## config.mk

```make
export PLATFORM = sky130hd
export DESIGN_NAME = gam_ram
export DESIGN_NICKNAME = d
export VERILOG_FILES = /design/src/rtl/gam_ram.sv
export SDC_FILE = /design/constraint.sdc
export NUM_CORES = 2
export LEC_CHECK = 0
export BUFFER_PORTS_ARGS = -buffer_cell sky130_fd_sc_hd__buf_2
export CORE_ASPECT_RATIO = 0.7
export CORE_UTILIZATION = 61
export CTS_BUF_LIST = sky130_fd_sc_hd__clkbuf_16
export DETAILED_ROUTE_END_ITERATION = 8
export PLACE_DENSITY = 0.77
export SLEW_MARGIN = 15
export SYNTH_ARGS = -nofsm -noshare
export SYNTH_HDL_FRONTEND = slang
export SYNTH_SLANG_ARGS = --single-unit
```

## constraint.sdc

```tcl
create_clock -name clock -period 4.3 [get_ports clock]
set_input_delay 0 -clock clock [delete_from_list [all_inputs] [get_ports clock]]
set_output_delay 0 -clock clock [all_outputs]
set_load 0.02 [all_outputs]
```

## src/rtl/gam_ram.sv

```systemverilog
module gam_ram #(
   parameter int WIDTH = 32,
   parameter int DEPTH = 64
) (
   input  logic                     clock,
   input  logic                     we,
   input  logic [$clog2(DEPTH)-1:0] waddr,
   input  logic [WIDTH-1:0]         wdata,
   input  logic [$clog2(DEPTH)-1:0] raddr_a,
   input  logic [$clog2(DEPTH)-1:0] raddr_b,
   output logic [WIDTH-1:0]         rdata_a,
   output logic [WIDTH-1:0]         rdata_b
);
   logic [WIDTH-1:0] mem [DEPTH];

   always_ff @(posedge clock) begin
      if (we) begin
         mem[waddr] <= wdata;
      end
      rdata_a <= mem[raddr_a];
      rdata_b <= mem[raddr_b];
   end
endmodule

```

==> summary.md <==
| Metric | Value |
|---|---|
| Die area | `158000 um2` |
| Total clock buffers created by CTS | `190` |
| Crit path capture type | `flop` |
| Crit path launch type | `input pin` |
| Root buffer cell | `clkbuf_16` |
| TritonCTS clock tree | `done` |
| Worst-Skew Late Latency | `860 ps` |
| Drt first-iter violations | `9685` |
| Worst r2r path cells | `4` |
| Post-DP HPWL | `178000 um` |
| GRT Total Usage | `39.3%` |
| Worst Hold Path EP | `mem[51][6]` |
| Mapped Avg Cell Area | `21.7 um2` |
| GR Util met1 | `54.9%` |
| Syn Std Cell Area | `95700 um2` |
| CP cell instances | `dlygate4sd3_1 > buf_8 > buf_12 > buf_12 > mux4_2 > mux2i_1 > mux2i_1 > o22ai_1 > a21oi_1 > dlygate4sd3_1` |
| Met2 Resource Use GR | `55.6%` |
| Post-Syn Nets | `4464` |
| Max-slew violations | `0` |
| Post-CTS setup buffer count | `0` |
| Starting density of the core | `61.5%` |
| Clk sinks | `2112` |
| Mux share of post-synthesis cell area | `29.0%` |
| Antenna Nets Post-Route | `0` |
| Ys async rst share | `0%` |
| Port Buffers | `115` |
| Die X-Extent | `475 um` |
| GPL Wtd Cong | `0.890` |
| Slew @ Worst Pin | `1330 ps` |
| DR pass1 iterations | `7` |
| Ys Warns | `0` |
| Final std cells w/o fill | `6897` |
| Cell taking the most area after synthesis | `edfxtp_1` |
| Post-Synth Adder-Cell Area | `0%` |
| Placed cells | `6482` |
| RSZ-0062 raised after global routing | `false` |
| Synth Area in Simple Gates | `1.13%` |
| Hold depth | `3` |
| VDD IR-drop max | `465 uV` |
| Fin crit period | `3120 ps` |
| WL final | `305000 um` |
| Worst path required time | `5080 ps` |
| Congestion Overflow GR | `0` |
| Synth area leaders | `edfxtp_1 (64%), mux4_2 (26%), mux2i_1 (2.1%)` |
| Row cnt | `121` |
| I/O Pins | `116` |
| Average wire per standard cell | `44.2 um` |
| Max-slew headroom | `11.4%` |
| Hold Violations, Final | `0` |
| Share of layout cells above drive strength 1 | `38.3%` |
| Worst flop-to-flop path endpoint | `rdata_b[13]` |
| Grt peak-use layer | `met2` |
| Clk slew on worst S/H paths | `70 ps` |
| Initial antenna violation count | `24` |
| Final setup fails | `0` |
| Hold-fix buffers, CTS | `45` |
| Worst hold path class | `in2reg` |
| Crit path DAT | `3900 ps` |
| Compound-Gate Fraction of Synth Area | `2.39%` |
| Outcome | `finished clean` |
| F_max | `0.321 GHz` |
| Vias in the first global route | `53460` |
| Largest net degree at the start of global routing | `87` |
| Core area | `156000 um2` |
| Detailed-route via count | `54596` |
| Worst r2r src | `mem[7][13]` |
| Sum Neg Setup Slack | `0 ps` |
| Post-cts sizing count | `0` |
| Seq cells post-synth | `2112` |
| P&R area growth vs syn | `11.7%` |
| First-pass GRT wire length | `422000 um` |
| Worst-path maximum fanout | `55` |
| Final Cycle Share | `72.6%` |
| Avg Vias per Cell | `7.92` |
| Crit path kind | `in2reg` |
| CP max-delay cell | `mux2i_1` |
| Largest family of logic cells by synthesized area | `multiplexers` |
| Top_reg_cell synth | `edfxtp_1` |
| Power per cell area | `411 nW/um2` |
| Yosys top cell area share | `64.3%` |
| Mapped Cells | `4412` |
| Max incr delay on CP | `670 ps` |
| H-Tree Depth | `4` |
| Sequential fraction of the synthesis area | `65.6%` |
| Final net count | `4682` |
| Max Root-Sink Buffers | `3` |
| R2r setup slk | `1700 ps` |
| Cell family with most CP delay | `buffers and inverters` |
| Max Cap Viol | `0` |
| Die height | `333 um` |
| GR Util met3 | `15.0%` |
| Crit path buffers/inverters | `5` |
| Number of synthesized flops with an enable pin | `2048` |
| Synth cell types | `38` |
| Hold Path Origin | `waddr[0]` |
| Leak | `33.8 nW` |
| Final Skew | `30.2 ps` |
| Residual DRC | `0` |
| Post-synthesis xor/xnor area fraction | `0%` |
## layer usage
layer	up-vias	wire [um]
li1	19948	-
met2	5373	133000
met5	-	122
met3	897	53600
met4	18	16300
met1	28360	102000
## cell usage in the layout (no fill, tap or decap), types with 7 or more instances in the layout
cell / n
clkbuf_16: 199
o21ai_1: 31
buf_2: 101
clkinv_1: 44
mux4_2: 1124
mux2_2: 36
a211oi_1: 15
a21oi_1: 58
dlygate4sd3_1: 45
nor2b_1: 11
inv_1: 49
a221oi_1: 13
a22oi_1: 85
nor2_4: 63
buf_4: 148
mux2i_1: 204
nand3_1: 9
a32oi_1: 9
o22ai_1: 56
o211ai_1: 27
clkinv_2: 32
nand2b_1: 7
bufinv_16: 20
o221ai_1: 16
diode_2: 11
o21ai_0: 18
nand2_1: 91
buf_12: 71
dfxtp_1: 64
nor2_1: 30
edfxtp_1: 2048
o32a_1: 9
## registers in the layout (all words and copies together), names as in the netlist
name,flops
mem,2048
rdata_a,32
rdata_b,32
## tightest hold or removal path, cell delays in order
cell and delay, ps:
buf_2 140, nand4_1 310, nor2_4 260
## kinds of logic (layout without fill, tap and decap cells)
family | after synthesis | in the layout
flip-flops | 2112 | 2112
multiplexers | 1364 | 1364
buffers and inverters | 348 | 731
AO/OA/AOI/OAI | 340 | 340
AND/OR/NAND/NOR | 248 | 248
other | 0 | 11
## worst max path at each step
stage                     startpoint     endpoint  slack, ps  depth (start not counted)
final                     raddr_a[1]  rdata_a[24]       1180                         10
after global routing      raddr_a[1]  rdata_a[24]       1120                         10
after CTS                 raddr_a[1]  rdata_a[24]       1450                         10
after detailed placement  raddr_b[0]  rdata_b[13]        900                          8
after global placement    raddr_b[0]  rdata_b[13]        920                          8
after floorplan             waddr[3]   mem[48][0]       1110                          4
## Yosys cell counts (all sizes together) (8+ instances only)
master / n
nand3: 9
o22ai: 56
mux2: 36
a32oi: 9
a211oi: 15
buf: 212
clkbuf: 135
a221oi: 13
o211ai: 27
a22oi: 85
o221ai: 16
edfxtp: 2048
a21oi: 58
o21ai: 49
nand2: 93
nand2b: 8
nor2: 94
mux4: 1124
o32a: 9
nor2b: 19
mux2i: 204
dfxtp: 64
## through the flow
stage | util [%] | setup slack, ps | power [mW] | hold WS (ps) | area [um2]
after floorplan | - | 1110 | 25.6 | 98.9 | 95700
after global placement | 64.4 | 920 | 27.1 | 418 | 100000
after detailed placement | 64.4 | 901 | 27.1 | 418 | 100000
after CTS | 68.6 | 1450 | 43.9 | 49.4 | 107000
after global routing | 68.7 | 1120 | 44.9 | 105 | 107000
final | 68.7 | 1180 | 44.0 | 116 | 107000
## area by class of cell
| cell class | count | area [um2] |
|---|---|---|
| Clock inverter | 158 | 1220 |
| Tap cell | 2091 | 2620 |
| Multi-Input combinational cell | 1952 | 31700 |
| Timing Repair Buffer | 373 | 3600 |
| Fill cell | 9438 | 48700 |
| Sequential cell | 2112 | 62800 |
| Antenna cell | 11 | 27.5 |
| Inverter | 1 | 3.75 |
| Clock buffer | 199 | 4980 |
## power breakdown
group | switching (mW) | total [mW] | internal [mW]
clock network | 7.64 | 17.2 | 9.54
logic | 2.28 | 3.84 | 1.56
registers | 0.176 | 23.0 | 22.8
total | 10.1 | 44.0 | 33.9
No activity file was read; power rests on OpenSTA's default activity.
