**src/rtl/gam_pkg.sv**
```systemverilog
package gam_pkg;

   // request modes
   localparam logic [1:0] MODE_ROW     = 2'd0;
   localparam logic [1:0] MODE_RATE    = 2'd1;
   localparam logic [1:0] MODE_RATE_DT = 2'd2;
   localparam logic [1:0] MODE_MEASURE = 2'd3;

   // register indexes
   localparam logic [2:0] CSR_GAIN_ATT = 3'd0;
   localparam logic [2:0] CSR_GAIN_RATE = 3'd1;
   localparam logic [2:0] CSR_J_00_01  = 3'd2;
   localparam logic [2:0] CSR_J_02_10  = 3'd3;
   localparam logic [2:0] CSR_J_11_12  = 3'd4;
   localparam logic [2:0] CSR_J_20_21  = 3'd5;
   localparam logic [2:0] CSR_J_22     = 3'd6;

   localparam logic [31:0] Q_ONE = 32'h0001_0000;

   // scratch memory map
   localparam int RAM_DEPTH = 64;
   localparam int A_RD   = 0;
   localparam int A_WD   = 9;
   localparam int A_WDD  = 12;
   localparam int A_Q    = 15;
   localparam int A_V    = 19;
   localparam int A_R    = 22;
   localparam int A_P    = 31;
   localparam int A_PWD  = 40;
   localparam int A_PWDD = 43;
   localparam int A_ER   = 46;
   localparam int A_EW   = 49;
   localparam int A_JW   = 52;
   localparam int A_T3   = 55;
   localparam int A_CWP  = 58;
   localparam int A_T4   = 22;  // R is dead once P is formed
   localparam int A_T5   = 25;

   // operand sources above the memory range
   localparam int SRC_KR  = 64;
   localparam int SRC_KW  = 65;
   localparam int SRC_J   = 66;
   localparam int SRC_ONE = 75;

   typedef enum logic [1:0] {
      POST_NONE   = 2'd0,
      POST_DOUBLE = 2'd1,
      POST_HALVE  = 2'd2
   } post_type;

   typedef struct packed {
      logic [6:0] src_a;
      logic [6:0] src_b;
      logic       neg;
      logic       last;
      post_type   post;
      logic       to_out;
      logic [5:0] dest;
   } uop_type;

   typedef struct packed {
      logic     mul_en;
      logic     acc_en;
      logic     first;
      logic     neg;
      post_type post;
   } mac_ctl_type;

   localparam int UOP_COUNT = 135;

   typedef uop_type [UOP_COUNT-1:0] ucode_type;

   function automatic uop_type mk_op(input int a, input int b, input logic neg,
                                     input logic last, input post_type post,
                                     input int dest, input logic to_out);
      uop_type u;
      u.src_a  = 7'(a);
      u.src_b  = 7'(b);
      u.neg    = neg;
      u.last   = last;
      u.post   = post;
      u.to_out = to_out;
      u.dest   = 6'(dest);
      return u;
   endfunction

   function automatic ucode_type build_ucode();
      ucode_type u;
      int n;
      int p;
      int q;
      u = '0;
      n = 0;
      // diagonal of R: sums of squares
      for (int i = 0; i < 3; i++) begin
         for (int k = 0; k < 4; k++) begin
            u[n] = mk_op(A_Q + k, A_Q + k, !(k == 0 || k == i + 1), k == 3, POST_NONE,
                         A_R + 4 * i, 1'b0);
            n++;
         end
      end
      // off-diagonal of R, doubled
      u[n] = mk_op(A_Q+1, A_Q+2, 1'b0, 1'b0, POST_DOUBLE, A_R+1, 1'b0); n++;
      u[n] = mk_op(A_Q+0, A_Q+3, 1'b1, 1'b1, POST_DOUBLE, A_R+1, 1'b0); n++;
      u[n] = mk_op(A_Q+0, A_Q+2, 1'b0, 1'b0, POST_DOUBLE, A_R+2, 1'b0); n++;
      u[n] = mk_op(A_Q+1, A_Q+3, 1'b0, 1'b1, POST_DOUBLE, A_R+2, 1'b0); n++;
      u[n] = mk_op(A_Q+1, A_Q+2, 1'b0, 1'b0, POST_DOUBLE, A_R+3, 1'b0); n++;
      u[n] = mk_op(A_Q+0, A_Q+3, 1'b0, 1'b1, POST_DOUBLE, A_R+3, 1'b0); n++;
      u[n] = mk_op(A_Q+2, A_Q+3, 1'b0, 1'b0, POST_DOUBLE, A_R+5, 1'b0); n++;
      u[n] = mk_op(A_Q+0, A_Q+1, 1'b1, 1'b1, POST_DOUBLE, A_R+5, 1'b0); n++;
      u[n] = mk_op(A_Q+1, A_Q+3, 1'b0, 1'b0, POST_DOUBLE, A_R+6, 1'b0); n++;
      u[n] = mk_op(A_Q+0, A_Q+2, 1'b1, 1'b1, POST_DOUBLE, A_R+6, 1'b0); n++;
      u[n] = mk_op(A_Q+0, A_Q+1, 1'b0, 1'b0, POST_DOUBLE, A_R+7, 1'b0); n++;
      u[n] = mk_op(A_Q+2, A_Q+3, 1'b0, 1'b1, POST_DOUBLE, A_R+7, 1'b0); n++;
      // P = R^T Rd
      for (int i = 0; i < 3; i++)
         for (int j = 0; j < 3; j++)
            for (int k = 0; k < 3; k++) begin
               u[n] = mk_op(A_R + 3*k + i, A_RD + 3*k + j, 1'b0, k == 2, POST_NONE,
                            A_P + 3*i + j, 1'b0);
               n++;
            end
      // P wd and P wdd
      for (int i = 0; i < 3; i++)
         for (int k = 0; k < 3; k++) begin
            u[n] = mk_op(A_P + 3*i + k, A_WD + k, 1'b0, k == 2, POST_NONE, A_PWD + i, 1'b0);
            n++;
         end
      for (int i = 0; i < 3; i++)
         for (int k = 0; k < 3; k++) begin
            u[n] = mk_op(A_P + 3*i + k, A_WDD + k, 1'b0, k == 2, POST_NONE, A_PWDD + i,
                         1'b0);
            n++;
         end
      // eR, halved after the difference
      u[n] = mk_op(A_P+5, SRC_ONE, 1'b0, 1'b0, POST_HALVE, A_ER+0, 1'b0); n++;
      u[n] = mk_op(A_P+7, SRC_ONE, 1'b1, 1'b1, POST_HALVE, A_ER+0, 1'b0); n++;
      u[n] = mk_op(A_P+6, SRC_ONE, 1'b0, 1'b0, POST_HALVE, A_ER+1, 1'b0); n++;
      u[n] = mk_op(A_P+2, SRC_ONE, 1'b1, 1'b1, POST_HALVE, A_ER+1, 1'b0); n++;
      u[n] = mk_op(A_P+1, SRC_ONE, 1'b0, 1'b0, POST_HALVE, A_ER+2, 1'b0); n++;
      u[n] = mk_op(A_P+3, SRC_ONE, 1'b1, 1'b1, POST_HALVE, A_ER+2, 1'b0); n++;
      // eW
      for (int i = 0; i < 3; i++) begin
         u[n] = mk_op(A_V + i, SRC_ONE, 1'b0, 1'b0, POST_NONE, A_EW + i, 1'b0); n++;
         u[n] = mk_op(A_PWD + i, SRC_ONE, 1'b1, 1'b1, POST_NONE, A_EW + i, 1'b0); n++;
      end
      // J w
      for (int i = 0; i < 3; i++)
         for (int k = 0; k < 3; k++) begin
            u[n] = mk_op(SRC_J + 3*i + k, A_V + k, 1'b0, k == 2, POST_NONE, A_JW + i, 1'b0);
            n++;
         end
      // w x (J w)
      for (int i = 0; i < 3; i++) begin
         p = (i == 2) ? 0 : i + 1;
         q = (i == 0) ? 2 : i - 1;
         u[n] = mk_op(A_V + p, A_JW + q, 1'b0, 1'b0, POST_NONE, A_T3 + i, 1'b0); n++;
         u[n] = mk_op(A_V + q, A_JW + p, 1'b1, 1'b1, POST_NONE, A_T3 + i, 1'b0); n++;
      end
      // w x (P wd)
      for (int i = 0; i < 3; i++) begin
         p = (i == 2) ? 0 : i + 1;
         q = (i == 0) ? 2 : i - 1;
         u[n] = mk_op(A_V + p, A_PWD + q, 1'b0, 1'b0, POST_NONE, A_CWP + i, 1'b0); n++;
         u[n] = mk_op(A_V + q, A_PWD + p, 1'b1, 1'b1, POST_NONE, A_CWP + i, 1'b0); n++;
      end
      // J (w x P wd) and J P wdd
      for (int i = 0; i < 3; i++)
         for (int k = 0; k < 3; k++) begin
            u[n] = mk_op(SRC_J + 3*i + k, A_CWP + k, 1'b0, k == 2, POST_NONE, A_T4 + i,
                         1'b0);
            n++;
         end
      for (int i = 0; i < 3; i++)
         for (int k = 0; k < 3; k++) begin
            u[n] = mk_op(SRC_J + 3*i + k, A_PWDD + k, 1'b0, k == 2, POST_NONE, A_T5 + i,
                         1'b0);
            n++;
         end
      // moment
      for (int i = 0; i < 3; i++) begin
         u[n] = mk_op(SRC_KR, A_ER + i, 1'b1, 1'b0, POST_NONE, i, 1'b1); n++;
         u[n] = mk_op(SRC_KW, A_EW + i, 1'b1, 1'b0, POST_NONE, i, 1'b1); n++;
         u[n] = mk_op(A_T3 + i, SRC_ONE, 1'b0, 1'b0, POST_NONE, i, 1'b1); n++;
         u[n] = mk_op(A_T4 + i, SRC_ONE, 1'b1, 1'b0, POST_NONE, i, 1'b1); n++;
         u[n] = mk_op(A_T5 + i, SRC_ONE, 1'b0, 1'b1, POST_NONE, i, 1'b1); n++;
      end
      return u;
   endfunction

   localparam ucode_type UCODE = build_ucode();

endpackage

```
**src/rtl/gam_mac.sv**
```systemverilog
module gam_mac (
   input  logic                 clock,
   input  gam_pkg::mac_ctl_type ctl,
   input  logic signed [31:0]   op_a,
   input  logic signed [31:0]   op_b,
   output logic signed [31:0]   result
);
   logic signed [63:0] product_ff;
   logic signed [51:0] acc_ff;
   logic signed [51:0] acc_in;
   logic signed [51:0] acc_base;
   logic signed [51:0] term;
   logic signed [52:0] scaled;

   // floor(a*b / 2^16)
   assign term     = 52'(product_ff[63:16]) | {{4{product_ff[63]}}, 48'd0};
   assign acc_base = ctl.first ? '0 : acc_ff;
   assign acc_in   = ctl.neg ? acc_base - term : acc_base + term;

   always_ff @(posedge clock) begin
      if (ctl.mul_en) begin
         product_ff <= op_a * op_b;
      end
      if (ctl.acc_en) begin
         acc_ff <= acc_in;
      end
   end

   always_comb begin
      case (ctl.post)
         gam_pkg::POST_DOUBLE: scaled = {acc_ff, 1'b0};
         gam_pkg::POST_HALVE:  scaled = {{2{acc_ff[51]}}, acc_ff[51:1]};
         default:              scaled = {acc_ff[51], acc_ff};
      endcase
      if (!scaled[52] && (|scaled[51:31])) begin
         result = 32'sh7FFF_FFFF;
      end else if (scaled[52] && !(&scaled[51:31])) begin
         result = 32'sh8000_0000;
      end else begin
         result = scaled[31:0];
      end
   end
endmodule

```
**config.mk**
```make
export PLATFORM = sky130hd
export DESIGN_NAME = gam_mac
export DESIGN_NICKNAME = d
export VERILOG_FILES = /design/src/rtl/gam_pkg.sv /design/src/rtl/gam_mac.sv
export SDC_FILE = /design/constraint.sdc
export NUM_CORES = 2
export LEC_CHECK = 0
export BUFFER_PORTS_ARGS = -buffer_cell sky130_fd_sc_hd__buf_4
export CAP_MARGIN = 10
export CORE_MARGIN = 5
export CORE_UTILIZATION = 45
export CTS_CLUSTER_DIAMETER = 40
export DETAILED_ROUTE_END_ITERATION = 8
export GPL_ROUTABILITY_DRIVEN = 0
export GPL_TIMING_DRIVEN = 1
export SYNTH_ARGS = -nofsm -noshare
export SYNTH_HDL_FRONTEND = slang
export SYNTH_SLANG_ARGS = --single-unit
```
**constraint.sdc**
```tcl
create_clock -name clock -period 8.5 [get_ports clock]
set_clock_uncertainty 0.1 [all_clocks]
set_input_delay 0.85 -clock clock [delete_from_list [all_inputs] [get_ports clock]]
set_output_delay 0.85 -clock clock [all_outputs]
set_load 0.02 [all_outputs]
```
==> impl_metrics.yaml <==
placed_design:
  numPortBuffers: 102
  placed_cell_area_mm2: 0.04640
  hpwl_um: 97770
  dp_slack_ps: -244.0
sta:
  max_freq_mhz: 121.7
  period_minus_slack_ps: 8214
  slew_headroom_pct: 38.14
  hold_viol: 0
  tightest_slew_ps: 927.9
  post-route-period-util_pct: 96.63
  postLayoutSetupSlackWorst_ps: 286.0
  setup_violations: 0
  fin_setup_tns_ps: 0
  slew_viol_final: 0
critical_path:
  crit_family: "adder cells"
  worstSetupStartpointType: "input port"
  critPathRequiredTime_ps: 8480
  cp_max_fo: 29
  crit_path_max_incr_delay_ps: 600
  r2r_cells: 19
  crit_top_cell: "fa_1"
  path_class: "in -> reg"
  r2r-start: "product_ff[19]"
  reg2reg_setup_slack_ps: 2720
  crit_path_end_kind: "flip-flop"
  arrival_ps: 8200
  crit_path_top_delay_cell: "fa_1"
  r2r_end: "acc_ff[51]"
  worst-path-stages: 25
  critPathBufInv: 7
logic_synthesis:
  ys_warn_count: 0
  synth_top_flop_cell: "edfxtp_1"
  postSynthAreaPerCell_um2: 9.339
  ys_seq_area_share_pct: 6.881
  netlist_area_mm2: 0.04364
  ys_seq_elements: 100
  syn_inst: 4673
  synth_edf_count: 100
  async_reset_ff_share_pct: 0
  ys_types: 75
  synth_nets: 6060
detailed_routing:
  via_per_inst: 5.195
  ant_nets: 0
  wl_per_cell_um: 19.13
  route.vias.total: 31070
  drcViolationCount: 0
  drtPass1Iterations: 5
  drtIter0Drc: 2018
  drt-total-wl_um: 114400
clocking:
  cts_tree: "yes"
  clockBufferDepth: 2
  cts_sinks: 100
  cts_max_level: 3
  cts_buffers: 9
  clock_latency_ps: 350
  root_buffer: "clkbuf_16"
  cts.clk_slew.worst_paths_ps: 80
  cts_setup_buffers: 0
worst_hold_path:
  min_path_cells: 2
  hp-start: "product_ff[16]"
  hold_path_end: "acc_ff[0]"
  hp-class: "reg -> reg"
floorplanning:
  ioPinCount: 103
  chipWidth_um: 321.4
  start_util_pct: 45.26
  rows: 114
  die_y_um: 321.4
  die_area_mm2: 0.1033
  coreArea_mm2: 0.09642
cells_and_area:
  antennaDiodeCount: 0
  areaGrowthSynthToFinish_pct: 7.090
  fin_nets: 6088
  fin_util_pct: 48.47
  drive_above_1_share_pct: 6.481
  final_area_mm2: 0.04673
global_route:
  grt_usage_pct: 22.71
  grt_max_degree: 105
  grt_pass1_wl_um: 187400
  grt-ovfl-total: 0
  antenna_found_initial: 9
  grt_pass1_vias: 33110
status:
  status: "completed"
job:
  cap_violations: 0
-- cell families (layout without fill, tap and decap cells) --
kind of cell	Yosys count	after routing	share of synthesized area, %
buffers and inverters	1231	1264	10.61
muxes	3	3	0.09748
xor gates and xnor gates	158	158	3.171
AOI/OAI and AO/OA	472	472	6.778
and+or+nand+nor	1393	1393	16.12
DFF	100	100	6.881
adders and majority gates	1316	1316	56.34
-- per-stage QoR --
stage               hold slack (ps)  std cells
detailed placement            689.2       5966
global route                  730.7       5982
global placement              683.4       5966
finish                        687.9       5982
floorplan                     585.7       4673
CTS                           701.6       5982
-- per-layer routing --
metal | vias to the layer above | share of wire [%] | track usage [%]
met2 | 935 | 45 | 35.61
met3 | 107 | 6.9 | 3.259
li1 | 14060 | - | -
met1 | 15960 | 47 | 34.79
met4 | 8 | 1.3 | 2.847
met5 | - | 0.059 | 0
-- how the worst max path moves through the flow --
stage	start	to	slack, ps
3_5_place_dp	op_b[8]	product_ff[62]	-240
4_1_cts	op_b[8]	product_ff[62]	100
2_1_floorplan	op_a[31]	product_ff[62]	250
5_1_grt	op_b[5]	product_ff[62]	-2
6_report	op_b[11]	product_ff[49]	290
3_3_place_gp	op_b[8]	product_ff[62]	-160
-- cells in the final DEF (no fill, tap or decap), types with 58 or more instances in the layout --
| cell | n |
|---|---|
| and2_1 | 518 |
| fa_1 | 1080 |
| nor2b_1 | 58 |
| inv_1 | 978 |
| buf_4 | 257 |
| nor2_1 | 135 |
| xnor2_1 | 118 |
| ha_1 | 233 |
| a21oi_1 | 175 |
| nand2_1 | 541 |
| a21o_1 | 59 |
| edfxtp_1 | 100 |
| o21ai_0 | 75 |
-- registers in the layout, summed over array words and instances, names as in the netlist --
register	flops
acc_ff	52
product_ff	48
-- repair_timing --
item                                    in CTS  in global routing
resized for setup                            0                 10
hold buffers                                 0                  0
endpoints found under the setup margin       0                 12
-- final cells by class --
| cell class | count | area, µm² |
|---|---|---|
| inverters | 981 | 3682 |
| clock buffers | 9 | 225.2 |
| fillers | 9212 | 49690 |
| flip-flops and latches | 100 | 3003 |
| clock inverters | 7 | 87.58 |
| well taps | 1276 | 1597 |
| multi-input cells | 3342 | 36030 |
| repair buffers | 267 | 2112 |
-- cell usage after synthesis (59+ instances only) --
cell | count | area (µm²)
ha_1 | 234 | 2928
xnor2_1 | 118 | 1033
nand2_1 | 541 | 2031
nor2_1 | 135 | 506.7
clkbuf_1 | 242 | 908.4
inv_1 | 980 | 3679
o21ai_0 | 77 | 385.4
a21oi_1 | 175 | 875.8
fa_1 | 1082 | 21660
and2_1 | 518 | 3241
a21o_1 | 59 | 442.9
edfxtp_1 | 100 | 3003
-- tightest hold or removal path: cells and delay by family (launching register included) --
| family | cells | cell delay [ps] |
|---|---|---|
| DFF | 1 | 440 |
| adders and majority gates | 1 | 160 |
| buffers and inverters | 1 | 30 |
Power is left out: the tool's default activity adds up to more than one toggle a clock period on the data nets, which glitch-free logic cannot reach.
